===== src/ecarow_pkg.sv =====
// Shared types, constants and the rule lookup of the elementary CA row stepper.
`timescale 1ns / 1ps
`default_nettype none

package ecarow_pkg;

   localparam int CELL_W      = 8;
   localparam int INDEX_W     = 11;
   localparam int RULE_W      = 8;
   localparam int MAX_RESULTS = 3;
   localparam int CNT_W       = 2;
   localparam int SLOT_W      = 2;
   localparam int QUEUE_DEPTH = 2;
   localparam int QPTR_W      = $clog2(QUEUE_DEPTH);
   localparam int QCNT_W      = $clog2(QUEUE_DEPTH + 1);

   localparam logic [CELL_W-1:0] CELL_ALIVE = 8'hFF;
   localparam logic [CELL_W-1:0] CELL_DEAD  = 8'h00;
   localparam logic [RULE_W-1:0] RULE_RESET = 8'd184;

   typedef struct packed {
      logic               alive;
      logic [INDEX_W-1:0] index;
      logic               row_end;
   } result_type;

   typedef struct packed {
      result_type [MAX_RESULTS-1:0] res;
      logic [CNT_W-1:0]             count;
   } bundle_type;

   typedef struct packed {
      logic       valid;
      bundle_type bundle;
   } push_type;

   typedef struct packed {
      logic       valid;
      bundle_type bundle;
   } head_type;

   // Bit {left, center, right} of the rule gives the next state.
   function automatic logic rule_bit(input logic [RULE_W-1:0] rule,
                                     input logic left, input logic center,
                                     input logic right);
      logic [2:0] sel;
      sel = {left, center, right};
      return rule[sel];
   endfunction

endpackage

`default_nettype wire


===== src/ecarow_if.sv =====
// Valid/ready channel interfaces for the request and response sides.
`timescale 1ns / 1ps
`default_nettype none

interface ecarow_req_if;
   logic                         valid;
   logic                         ready;
   logic [ecarow_pkg::CELL_W-1:0] cell_in;
   logic                         row_end_in;

   modport source (output valid, output cell_in, output row_end_in, input ready);
   modport sink   (input valid, input cell_in, input row_end_in, output ready);
endinterface

interface ecarow_rsp_if;
   logic                          valid;
   logic                          ready;
   logic [ecarow_pkg::CELL_W-1:0]  cell_out;
   logic [ecarow_pkg::INDEX_W-1:0] cell_index;
   logic                          row_end_out;

   modport source (output valid, output cell_out, output cell_index, output row_end_out,
                   input ready);
   modport sink   (input valid, input cell_out, input cell_index, input row_end_out,
                   output ready);
endinterface

`default_nettype wire


===== src/ecarow_front.sv =====
// Front end: accepts cells, tracks row context and builds result bundles.
`timescale 1ns / 1ps
`default_nettype none

module ecarow_front #(
   parameter int MAX_WIDTH = 2048
) (
   input  wire logic                          clock,
   input  wire logic                          reset,
   ecarow_req_if.sink                         req_chan,
   input  wire logic                          csr_write_en,
   input  wire logic [ecarow_pkg::RULE_W-1:0] csr_write_data,
   input  wire logic                          queue_full,
   output ecarow_pkg::push_type               push
);
   import ecarow_pkg::*;

   localparam int POS_W = (MAX_WIDTH > 2) ? $clog2(MAX_WIDTH) : 1;
   localparam logic [POS_W-1:0] POS_LAST = POS_W'(MAX_WIDTH - 1);
   localparam logic [POS_W-1:0] POS_ONE  = POS_W'(1);

   logic [RULE_W-1:0] rule_ff;
   logic              first_ff, second_ff, older_ff, newer_ff;
   logic [POS_W-1:0]  pos_ff, pos_in;
   logic              accept, c, last;
   bundle_type        bundle;

   assign req_chan.ready = !queue_full;
   assign accept = req_chan.valid && !queue_full;
   assign c      = |req_chan.cell_in;
   assign last   = req_chan.row_end_in;

   always_comb begin
      bundle = '0;
      if (pos_ff == '0) begin
         if (last) begin
            bundle.res[0] = '{rule_bit(rule_ff, c, c, c), '0, 1'b1};
            bundle.count  = CNT_W'(1);
         end
      end else if (pos_ff == POS_ONE) begin
         if (last) begin
            bundle.res[0] = '{rule_bit(rule_ff, first_ff, c, first_ff), INDEX_W'(1), 1'b0};
            bundle.res[1] = '{rule_bit(rule_ff, c, first_ff, c), '0, 1'b1};
            bundle.count  = CNT_W'(2);
         end
      end else begin
         bundle.res[0] = '{rule_bit(rule_ff, older_ff, newer_ff, c),
                           INDEX_W'(pos_ff - POS_ONE), 1'b0};
         bundle.count  = CNT_W'(1);
         if (last) begin
            bundle.res[1] = '{rule_bit(rule_ff, newer_ff, c, first_ff),
                              INDEX_W'(pos_ff), 1'b0};
            bundle.res[2] = '{rule_bit(rule_ff, c, first_ff, second_ff), '0, 1'b1};
            bundle.count  = CNT_W'(3);
         end
      end
   end

   assign push.valid  = accept && (bundle.count != '0);
   assign push.bundle = bundle;

   always_comb begin
      pos_in = pos_ff;
      if (last) begin
         pos_in = '0;
      end else if (pos_ff != POS_LAST) begin
         pos_in = pos_ff + POS_ONE;
      end
   end

   always_ff @(posedge clock) begin
      if (reset) begin
         rule_ff   <= RULE_RESET;
         first_ff  <= 1'b0;
         second_ff <= 1'b0;
         older_ff  <= 1'b0;
         newer_ff  <= 1'b0;
         pos_ff    <= '0;
      end else begin
         if (csr_write_en) begin
            rule_ff <= csr_write_data;
         end
         if (accept) begin
            if (pos_ff == '0) begin
               first_ff <= c;
            end
            if (pos_ff == POS_ONE) begin
               second_ff <= c;
            end
            older_ff <= newer_ff;
            newer_ff <= c;
            pos_ff   <= pos_in;
         end
      end
   end

endmodule

`default_nettype wire


===== src/ecarow_queue.sv =====
// Short bundle queue between the front end and the back end.
`timescale 1ns / 1ps
`default_nettype none

module ecarow_queue (
   input  wire logic          clock,
   input  wire logic          reset,
   input  ecarow_pkg::push_type push,
   output logic               full,
   output ecarow_pkg::head_type head,
   input  wire logic          pop
);
   import ecarow_pkg::*;

   bundle_type        entry_ff [QUEUE_DEPTH];
   logic [QPTR_W-1:0] wr_ptr_ff, rd_ptr_ff;
   logic [QCNT_W-1:0] count_ff;
   logic              do_pop;

   assign full        = (count_ff == QCNT_W'(QUEUE_DEPTH));
   assign head.valid  = (count_ff != '0);
   assign head.bundle = entry_ff[rd_ptr_ff];
   assign do_pop      = pop && head.valid;

   always_ff @(posedge clock) begin
      if (push.valid) begin
         entry_ff[wr_ptr_ff] <= push.bundle;
      end
   end

   always_ff @(posedge clock) begin
      if (reset) begin
         wr_ptr_ff <= '0;
         rd_ptr_ff <= '0;
         count_ff  <= '0;
      end else begin
         if (push.valid) begin
            wr_ptr_ff <= wr_ptr_ff + QPTR_W'(1);
         end
         if (do_pop) begin
            rd_ptr_ff <= rd_ptr_ff + QPTR_W'(1);
         end
         if (push.valid && !do_pop) begin
            count_ff <= count_ff + QCNT_W'(1);
         end else if (do_pop && !push.valid) begin
            count_ff <= count_ff - QCNT_W'(1);
         end
      end
   end

endmodule

`default_nettype wire


===== src/ecarow_back.sv =====
// Back end: unpacks bundles into single results behind an output register.
`timescale 1ns / 1ps
`default_nettype none

module ecarow_back (
   input  wire logic          clock,
   input  wire logic          reset,
   input  ecarow_pkg::head_type head,
   output logic               pop,
   ecarow_rsp_if.source       rsp_chan
);
   import ecarow_pkg::*;

   bundle_type        hold_ff, hold_in;
   logic [SLOT_W-1:0] sel_ff, sel_in;
   logic [CNT_W-1:0]  left_ff, left_in;
   logic              out_valid_ff, out_valid_in;
   result_type        out_res_ff, out_res_in;
   logic              take;

   assign take = !out_valid_ff || rsp_chan.ready;

   always_comb begin
      hold_in      = hold_ff;
      sel_in       = sel_ff;
      left_in      = left_ff;
      out_valid_in = out_valid_ff;
      out_res_in   = out_res_ff;
      pop          = 1'b0;
      if (take) begin
         if (left_ff != '0) begin
            // advance through the held bundle
            out_valid_in = 1'b1;
            out_res_in   = hold_ff.res[sel_ff];
            sel_in       = sel_ff + SLOT_W'(1);
            left_in      = left_ff - CNT_W'(1);
         end else if (head.valid) begin
            pop          = 1'b1;
            out_valid_in = 1'b1;
            out_res_in   = head.bundle.res[0];
            hold_in      = head.bundle;
            sel_in       = SLOT_W'(1);
            left_in      = head.bundle.count - CNT_W'(1);
         end else begin
            out_valid_in = 1'b0;
         end
      end
   end

   always_ff @(posedge clock) begin
      if (reset) begin
         out_valid_ff <= 1'b0;
         left_ff      <= '0;
      end else begin
         out_valid_ff <= out_valid_in;
         left_ff      <= left_in;
      end
   end

   always_ff @(posedge clock) begin
      hold_ff    <= hold_in;
      sel_ff     <= sel_in;
      out_res_ff <= out_res_in;
   end

   assign rsp_chan.valid       = out_valid_ff;
   assign rsp_chan.cell_out    = out_res_ff.alive ? CELL_ALIVE : CELL_DEAD;
   assign rsp_chan.cell_index  = out_res_ff.index;
   assign rsp_chan.row_end_out = out_res_ff.row_end;

endmodule

`default_nettype wire


===== src/elementary_ca_row_step.sv =====
// Top level of the streaming elementary cellular automaton row stepper.
//
// Usage:
//  - req_chan carries one cell per transaction (cell_in, nonzero = alive) and
//    row_end_in on the last cell of a row. rsp_chan carries next-generation
//    cells as 255/0 with cell_index, and row_end_out on the row's final result.
//  - csr_write_en/csr_write_data load the 8-bit rule (reset value 184). Write
//    it only while no row is in flight.
//  - Output path: a result passes through the bundle queue and the back end's
//    output register before rsp_chan offers it. Interior results lag one cell,
//    since they wait for their right neighbor.
//  - Throughput: one cell per cycle. A row of N cells yields N results; its
//    last cell releases up to three (interior, wrapped last cell, wrapped
//    cell 0), emitted one per transaction. The two-entry bundle queue
//    absorbs that burst and req_chan.ready drops only when the queue is full.
//  - Positions past MAX_WIDTH-1 saturate.
//  - Reset (synchronous) restores the rule, clears row context and the queue,
//    and drops rsp_chan.valid.
//  - When the receiver stalls, the output register holds its transaction, the
//    queue fills, then req_chan.ready goes low.
`timescale 1ns / 1ps
`default_nettype none

module elementary_ca_row_step #(
   parameter int MAX_WIDTH = 2048
) (
   input  wire logic                          clock,
   input  wire logic                          reset,
   ecarow_req_if.sink                         req_chan,
   ecarow_rsp_if.source                       rsp_chan,
   input  wire logic                          csr_write_en,
   input  wire logic [ecarow_pkg::RULE_W-1:0] csr_write_data
);
   import ecarow_pkg::*;

   push_type push;
   head_type head;
   logic     queue_full;
   logic     pop;

   // front end: classify each cell and form its result bundle
   ecarow_front #(
      .MAX_WIDTH(MAX_WIDTH)
   ) u_front (
      .clock          (clock),
      .reset          (reset),
      .req_chan       (req_chan),
      .csr_write_en   (csr_write_en),
      .csr_write_data (csr_write_data),
      .queue_full     (queue_full),
      .push           (push)
   );

   // decouple so the front keeps taking cells while wrap results drain
   ecarow_queue u_queue (
      .clock (clock),
      .reset (reset),
      .push  (push),
      .full  (queue_full),
      .head  (head),
      .pop   (pop)
   );

   // back end: emit results one per transaction
   ecarow_back u_back (
      .clock    (clock),
      .reset    (reset),
      .head     (head),
      .pop      (pop),
      .rsp_chan (rsp_chan)
   );

endmodule

`default_nettype wire


===== src/flat_wrapper.sv =====
// flat-port wrapper written by rule: the top's interface ports become plain ports
module elementary_ca_row_step_flat import ecarow_pkg::*;
#(
   parameter int MAX_WIDTH = 2048
)
  (clock, reset, csr_write_en, csr_write_data, req_chan_valid, req_chan_cell_in, req_chan_row_end_in, req_chan_ready, rsp_chan_valid, rsp_chan_cell_out, rsp_chan_cell_index, rsp_chan_row_end_out, rsp_chan_ready);
  ecarow_req_if req_chan_i ();
  ecarow_rsp_if rsp_chan_i ();
  input  wire logic clock;
  input  wire logic reset;
  input  wire logic csr_write_en;
  input  wire logic [ecarow_pkg::RULE_W-1:0] csr_write_data;
  input wire logic [$bits(req_chan_i.valid)-1:0] req_chan_valid;
  input wire logic [$bits(req_chan_i.cell_in)-1:0] req_chan_cell_in;
  input wire logic [$bits(req_chan_i.row_end_in)-1:0] req_chan_row_end_in;
  output wire logic [$bits(req_chan_i.ready)-1:0] req_chan_ready;
  output wire logic [$bits(rsp_chan_i.valid)-1:0] rsp_chan_valid;
  output wire logic [$bits(rsp_chan_i.cell_out)-1:0] rsp_chan_cell_out;
  output wire logic [$bits(rsp_chan_i.cell_index)-1:0] rsp_chan_cell_index;
  output wire logic [$bits(rsp_chan_i.row_end_out)-1:0] rsp_chan_row_end_out;
  input wire logic [$bits(rsp_chan_i.ready)-1:0] rsp_chan_ready;
  assign req_chan_i.valid = req_chan_valid;
  assign req_chan_i.cell_in = req_chan_cell_in;
  assign req_chan_i.row_end_in = req_chan_row_end_in;
  assign req_chan_ready = req_chan_i.ready;
  assign rsp_chan_valid = rsp_chan_i.valid;
  assign rsp_chan_cell_out = rsp_chan_i.cell_out;
  assign rsp_chan_cell_index = rsp_chan_i.cell_index;
  assign rsp_chan_row_end_out = rsp_chan_i.row_end_out;
  assign rsp_chan_i.ready = rsp_chan_ready;
  elementary_ca_row_step #(.MAX_WIDTH(MAX_WIDTH)) u_core (.clock(clock), .reset(reset), .req_chan(req_chan_i), .rsp_chan(rsp_chan_i), .csr_write_en(csr_write_en), .csr_write_data(csr_write_data));
endmodule

===== config.mk =====
export PLATFORM = sky130hd
export DESIGN_NAME = elementary_ca_row_step_flat
export DESIGN_NICKNAME = d
export VERILOG_FILES = /design/src/ecarow_pkg.sv /design/src/ecarow_if.sv /design/src/ecarow_front.sv /design/src/ecarow_queue.sv /design/src/ecarow_back.sv /design/src/elementary_ca_row_step.sv /design/src/flat_wrapper.sv
export SDC_FILE = /design/constraint.sdc
export NUM_CORES = 1
export LEC_CHECK = 0
export BUFFER_PORTS_ARGS = -buffer_cell sky130_fd_sc_hd__clkbuf_2
export CORE_AREA = 5 5 105 107
export CTS_BUF_LIST = sky130_fd_sc_hd__clkbuf_8 sky130_fd_sc_hd__clkbuf_16
export DETAILED_ROUTE_END_ITERATION = 12
export DIE_AREA = 0 0 110 112
export HOLD_SLACK_MARGIN = 0.05
export PLACE_DENSITY = 0.82
export SLEW_MARGIN = 10
export SYNTH_ARGS = -nofsm -noshare
export SYNTH_HDL_FRONTEND = slang
export SYNTH_SLANG_ARGS = --single-unit

===== constraint.sdc =====
create_clock -name clock -period 5.25 [get_ports clock]
set_input_delay 0.2625 -clock clock [delete_from_list [all_inputs] [get_ports clock]]
set_output_delay 0.2625 -clock clock [all_outputs]
set_load 0.005 [all_outputs]

==> out/results.tsv <==
metric	value	unit
routedWlPerCell	16.5	um
maxSlewViolCount	0	
finalHoldViolCount	0	
required	5.69	ns
die-area	0.0123	mm^2
synthArstFlopShare	0	%
tightest_slew	0.890	ns
coreArea	0.0100	mm^2
hpwlAfterDp	6690	um
p_per_area	513	mW/mm^2
post_cts_resized	0	
die_w	110	um
rows	37	
clk_latency	0.52	ns
netlist_instances	437	
period_minus_slack	2.63	ns
crit_start	u_core.u_front.pos_ff[6]$_SDFFE_PP0P_	
grt_max_degree	32	
hold_ws	0.0795	ns
grt_use_total	18.4	%
criticalPathCategory	flop to flop	
status	finished, final reports clean	
gp_congestion	0.795	
die_y	112	um
yosys_warnings	0	
num-nets-final	509	
grt-ovfl-total	0	
synth.yosys.seq_area_share	63.5	%
h-tree-depth	4	
io_pins	44	
max_cap_viol_count	0	
antenna_found_initial	0	
syn_nets	464	
syn2layout_area_growth	15.6	%
cts_tree	done	
fin_worst_skew	0.00800	ns
hold_depth	4	
cp-start-kind	flop	
timing.fmax	380	MHz
portBuffers	43	
clock-sinks	134	
drt_iter0_drc	195	
rsz0062_at_grt	false	
hold_path.startpoint	rsp_chan_ready	
max_slew_margin	40.4	%
grt_pass1_vias	3442	
worstSetupEndpointType	flop	
clk_path_buf_depth	2	
synth_cell_types	50	
hp-class	input port to flop	
p_leak	2.55	nW
fin_tns_setup	0	ns
vias	3456	
synth-seq-cells	134	
antenna_cells	0	
wl	10400	um
drt_first_pass_iters	4	
grt_pass1_wl	17100	um
worstRegToRegCells	7	
antenna_left	0	
ys.flop_type	edfxtp_1	
cts_buffers	17	
reg2reg_from	u_core.u_front.pos_ff[6]$_SDFFE_PP0P_	
timing.final.crit_share	50.1	%
path_clk_slew	0.06	ns
setup_viol	0	
drive_above_1_share	25.9	%
syn_area_per_cell	13.4	um^2
synth-edff-count	103	
start_util	58.2	%
ir_worst_vdd	0.287	mV
netlist_area	0.00585	mm^2
post-route-drc-count	0	
crit_fanout	7	
p_total	3.47	mW
cp_data_arrival_time	3.07	ns
cts_root_buf	clkbuf_8	
vias_per_cell	5.49	
[power by group]
group	total (mW)	switching, mW	internal (mW)
registers	1.58	0.114	1.46
clock network	1.11	0.438	0.677
logic	0.775	0.436	0.339
total	3.47	0.988	2.48
[critical path: stages (launching register included)]
cell and delay [ns]:
dfxtp_1 0.39, nor4_4 0.45, o2111ai_1 0.38, o21ai_1 0.37, inv_1 0.09, ha_1 0.33
or3_1 0.37, a21oi_1 0.16
[worst paths after layout]
| kind | endpoint | slack (ns) |
|---|---|---|
| setup / recovery | u_core.u_queue.count_ff[1]$_SDFFE_PP0P_ | 2.62 |
| hold / removal | u_core.u_back.left_ff[0]$_SDFFE_PP0P_ | 0.08 |
| setup reg to reg | u_core.u_queue.count_ff[1]$_SDFFE_PP0P_ | 2.62 |
| hold reg to reg | u_core.u_back.left_ff[0]$_SDFFE_PP0P_ | 0.49 |
[layout make-up]
cell class                 instances  area, um^2
sequential                       134        3710
clock buffer                      17         414
multi-input combinational        264        1940
timing repair buffer              56         333
tap                              136         170
inverter                           9        33.8
fill                             686        3290
clock inverter                    14         151
[placed cells by master (no fill, tap or decap), types with 9 or more instances in the layout]
cell type	synthesis	layout
o21ai_0	16	16
clkbuf_16	0	16
mux2_2	31	31
clkbuf_2	0	43
nand2_1	23	23
nor2_1	41	40
edfxtp_1	103	103
xnor2_1	13	13
a21oi_1	20	20
dfxtp_1	31	31
nor3_1	13	12
mux2i_1	20	20
inv_1	9	9
[flip-flops by register name, summed over array words and instances, names as in the netlist, named ones only]
register / flops
u_core.u_queue.entry_ff: 60
u_core.u_back.hold_ff: 28
u_core.u_back.rsp_chan.cell_index: 11
u_core.u_front.pos_ff: 11
u_core.u_front.rule_ff: 8
u_core.u_back.left_ff: 2
u_core.u_back.sel_ff: 2
u_core.u_queue.count_ff: 2
u_core.u_back.out_res_ff: 1
u_core.u_back.rsp_chan.row_end_out: 1
u_core.u_back.rsp_chan.valid: 1
u_core.u_front.first_ff: 1
u_core.u_front.newer_ff: 1
u_core.u_front.older_ff: 1
u_core.u_front.second_ff: 1
u_core.u_queue.rd_ptr_ff: 1
u_core.u_queue.wr_ptr_ff: 1
[cells in the mapped netlist (all sizes together) (2+ instances only)]
| library cell | number | area, um^2 |
|---|---|---|
| clkbuf | 15 | 56.3 |
| and3 | 3 | 18.8 |
| xor2 | 4 | 35.0 |
| a21o | 2 | 15.0 |
| or3 | 4 | 25.0 |
| mux2 | 32 | 360 |
| nand2 | 25 | 98.8 |
| nor2b | 8 | 50.1 |
| a211oi | 2 | 20.0 |
| mux4 | 8 | 180 |
| a21oi | 20 | 100 |
| nand2b | 4 | 25.0 |
| dfxtp | 31 | 621 |
| mux2i | 20 | 200 |
| inv | 9 | 33.8 |
| nand4 | 3 | 18.8 |
| nor4 | 6 | 52.6 |
| xnor2 | 13 | 114 |
| buf | 15 | 109 |
| edfxtp | 103 | 3090 |
| nor2 | 41 | 154 |
| nor3 | 14 | 75.1 |
| o21ai | 17 | 85.1 |
| ha | 5 | 62.6 |
| a211o | 4 | 35.0 |
| and4 | 2 | 22.5 |
| and2 | 8 | 50.1 |
| nand3 | 6 | 30.0 |
[cell families after synthesis]
kind of cell / Yosys count / synth area share (%)
adders and majority gates: 5 / 1.07
buffers and inverters: 39 / 3.40
xor gates and xnor gates: 17 / 2.55
muxes: 60 / 12.7
and+or+nand+nor: 128 / 11.2
AOI/OAI and AO/OA: 54 / 5.63
DFF: 134 / 63.5
[per-stage QoR]
stage | utilization (%) | std cells | worst slack [ns] | cell area, um^2
finish | 67.3 | 630 | 2.62 | 6760
CTS | 67.3 | 630 | 2.65 | 6760
floorplan | - | 437 | 1.21 | 5850
global route | 67.3 | 630 | 2.44 | 6760
detailed placement | 60.8 | 591 | 2.72 | 6110
global placement | 60.8 | 591 | 2.80 | 6110
[what timing repair did]
action,in CTS,in global routing
setup endpoints to repair,0,0
setup buffers,0,0
hold endpoints to repair,8,0
hold buffers,8,0
[routing by layer]
layer	GRT usage (%)	share of wire, %	routed length, um	vias up
met5	0	0	0	-
met2	29.4	50	5200	93
li1	-	-	-	1691
met1	23.3	43	4460	1650
met4	8.65	2.5	265	0
met3	4.70	4.5	471	22
Power figures use the tool's default switching activity.
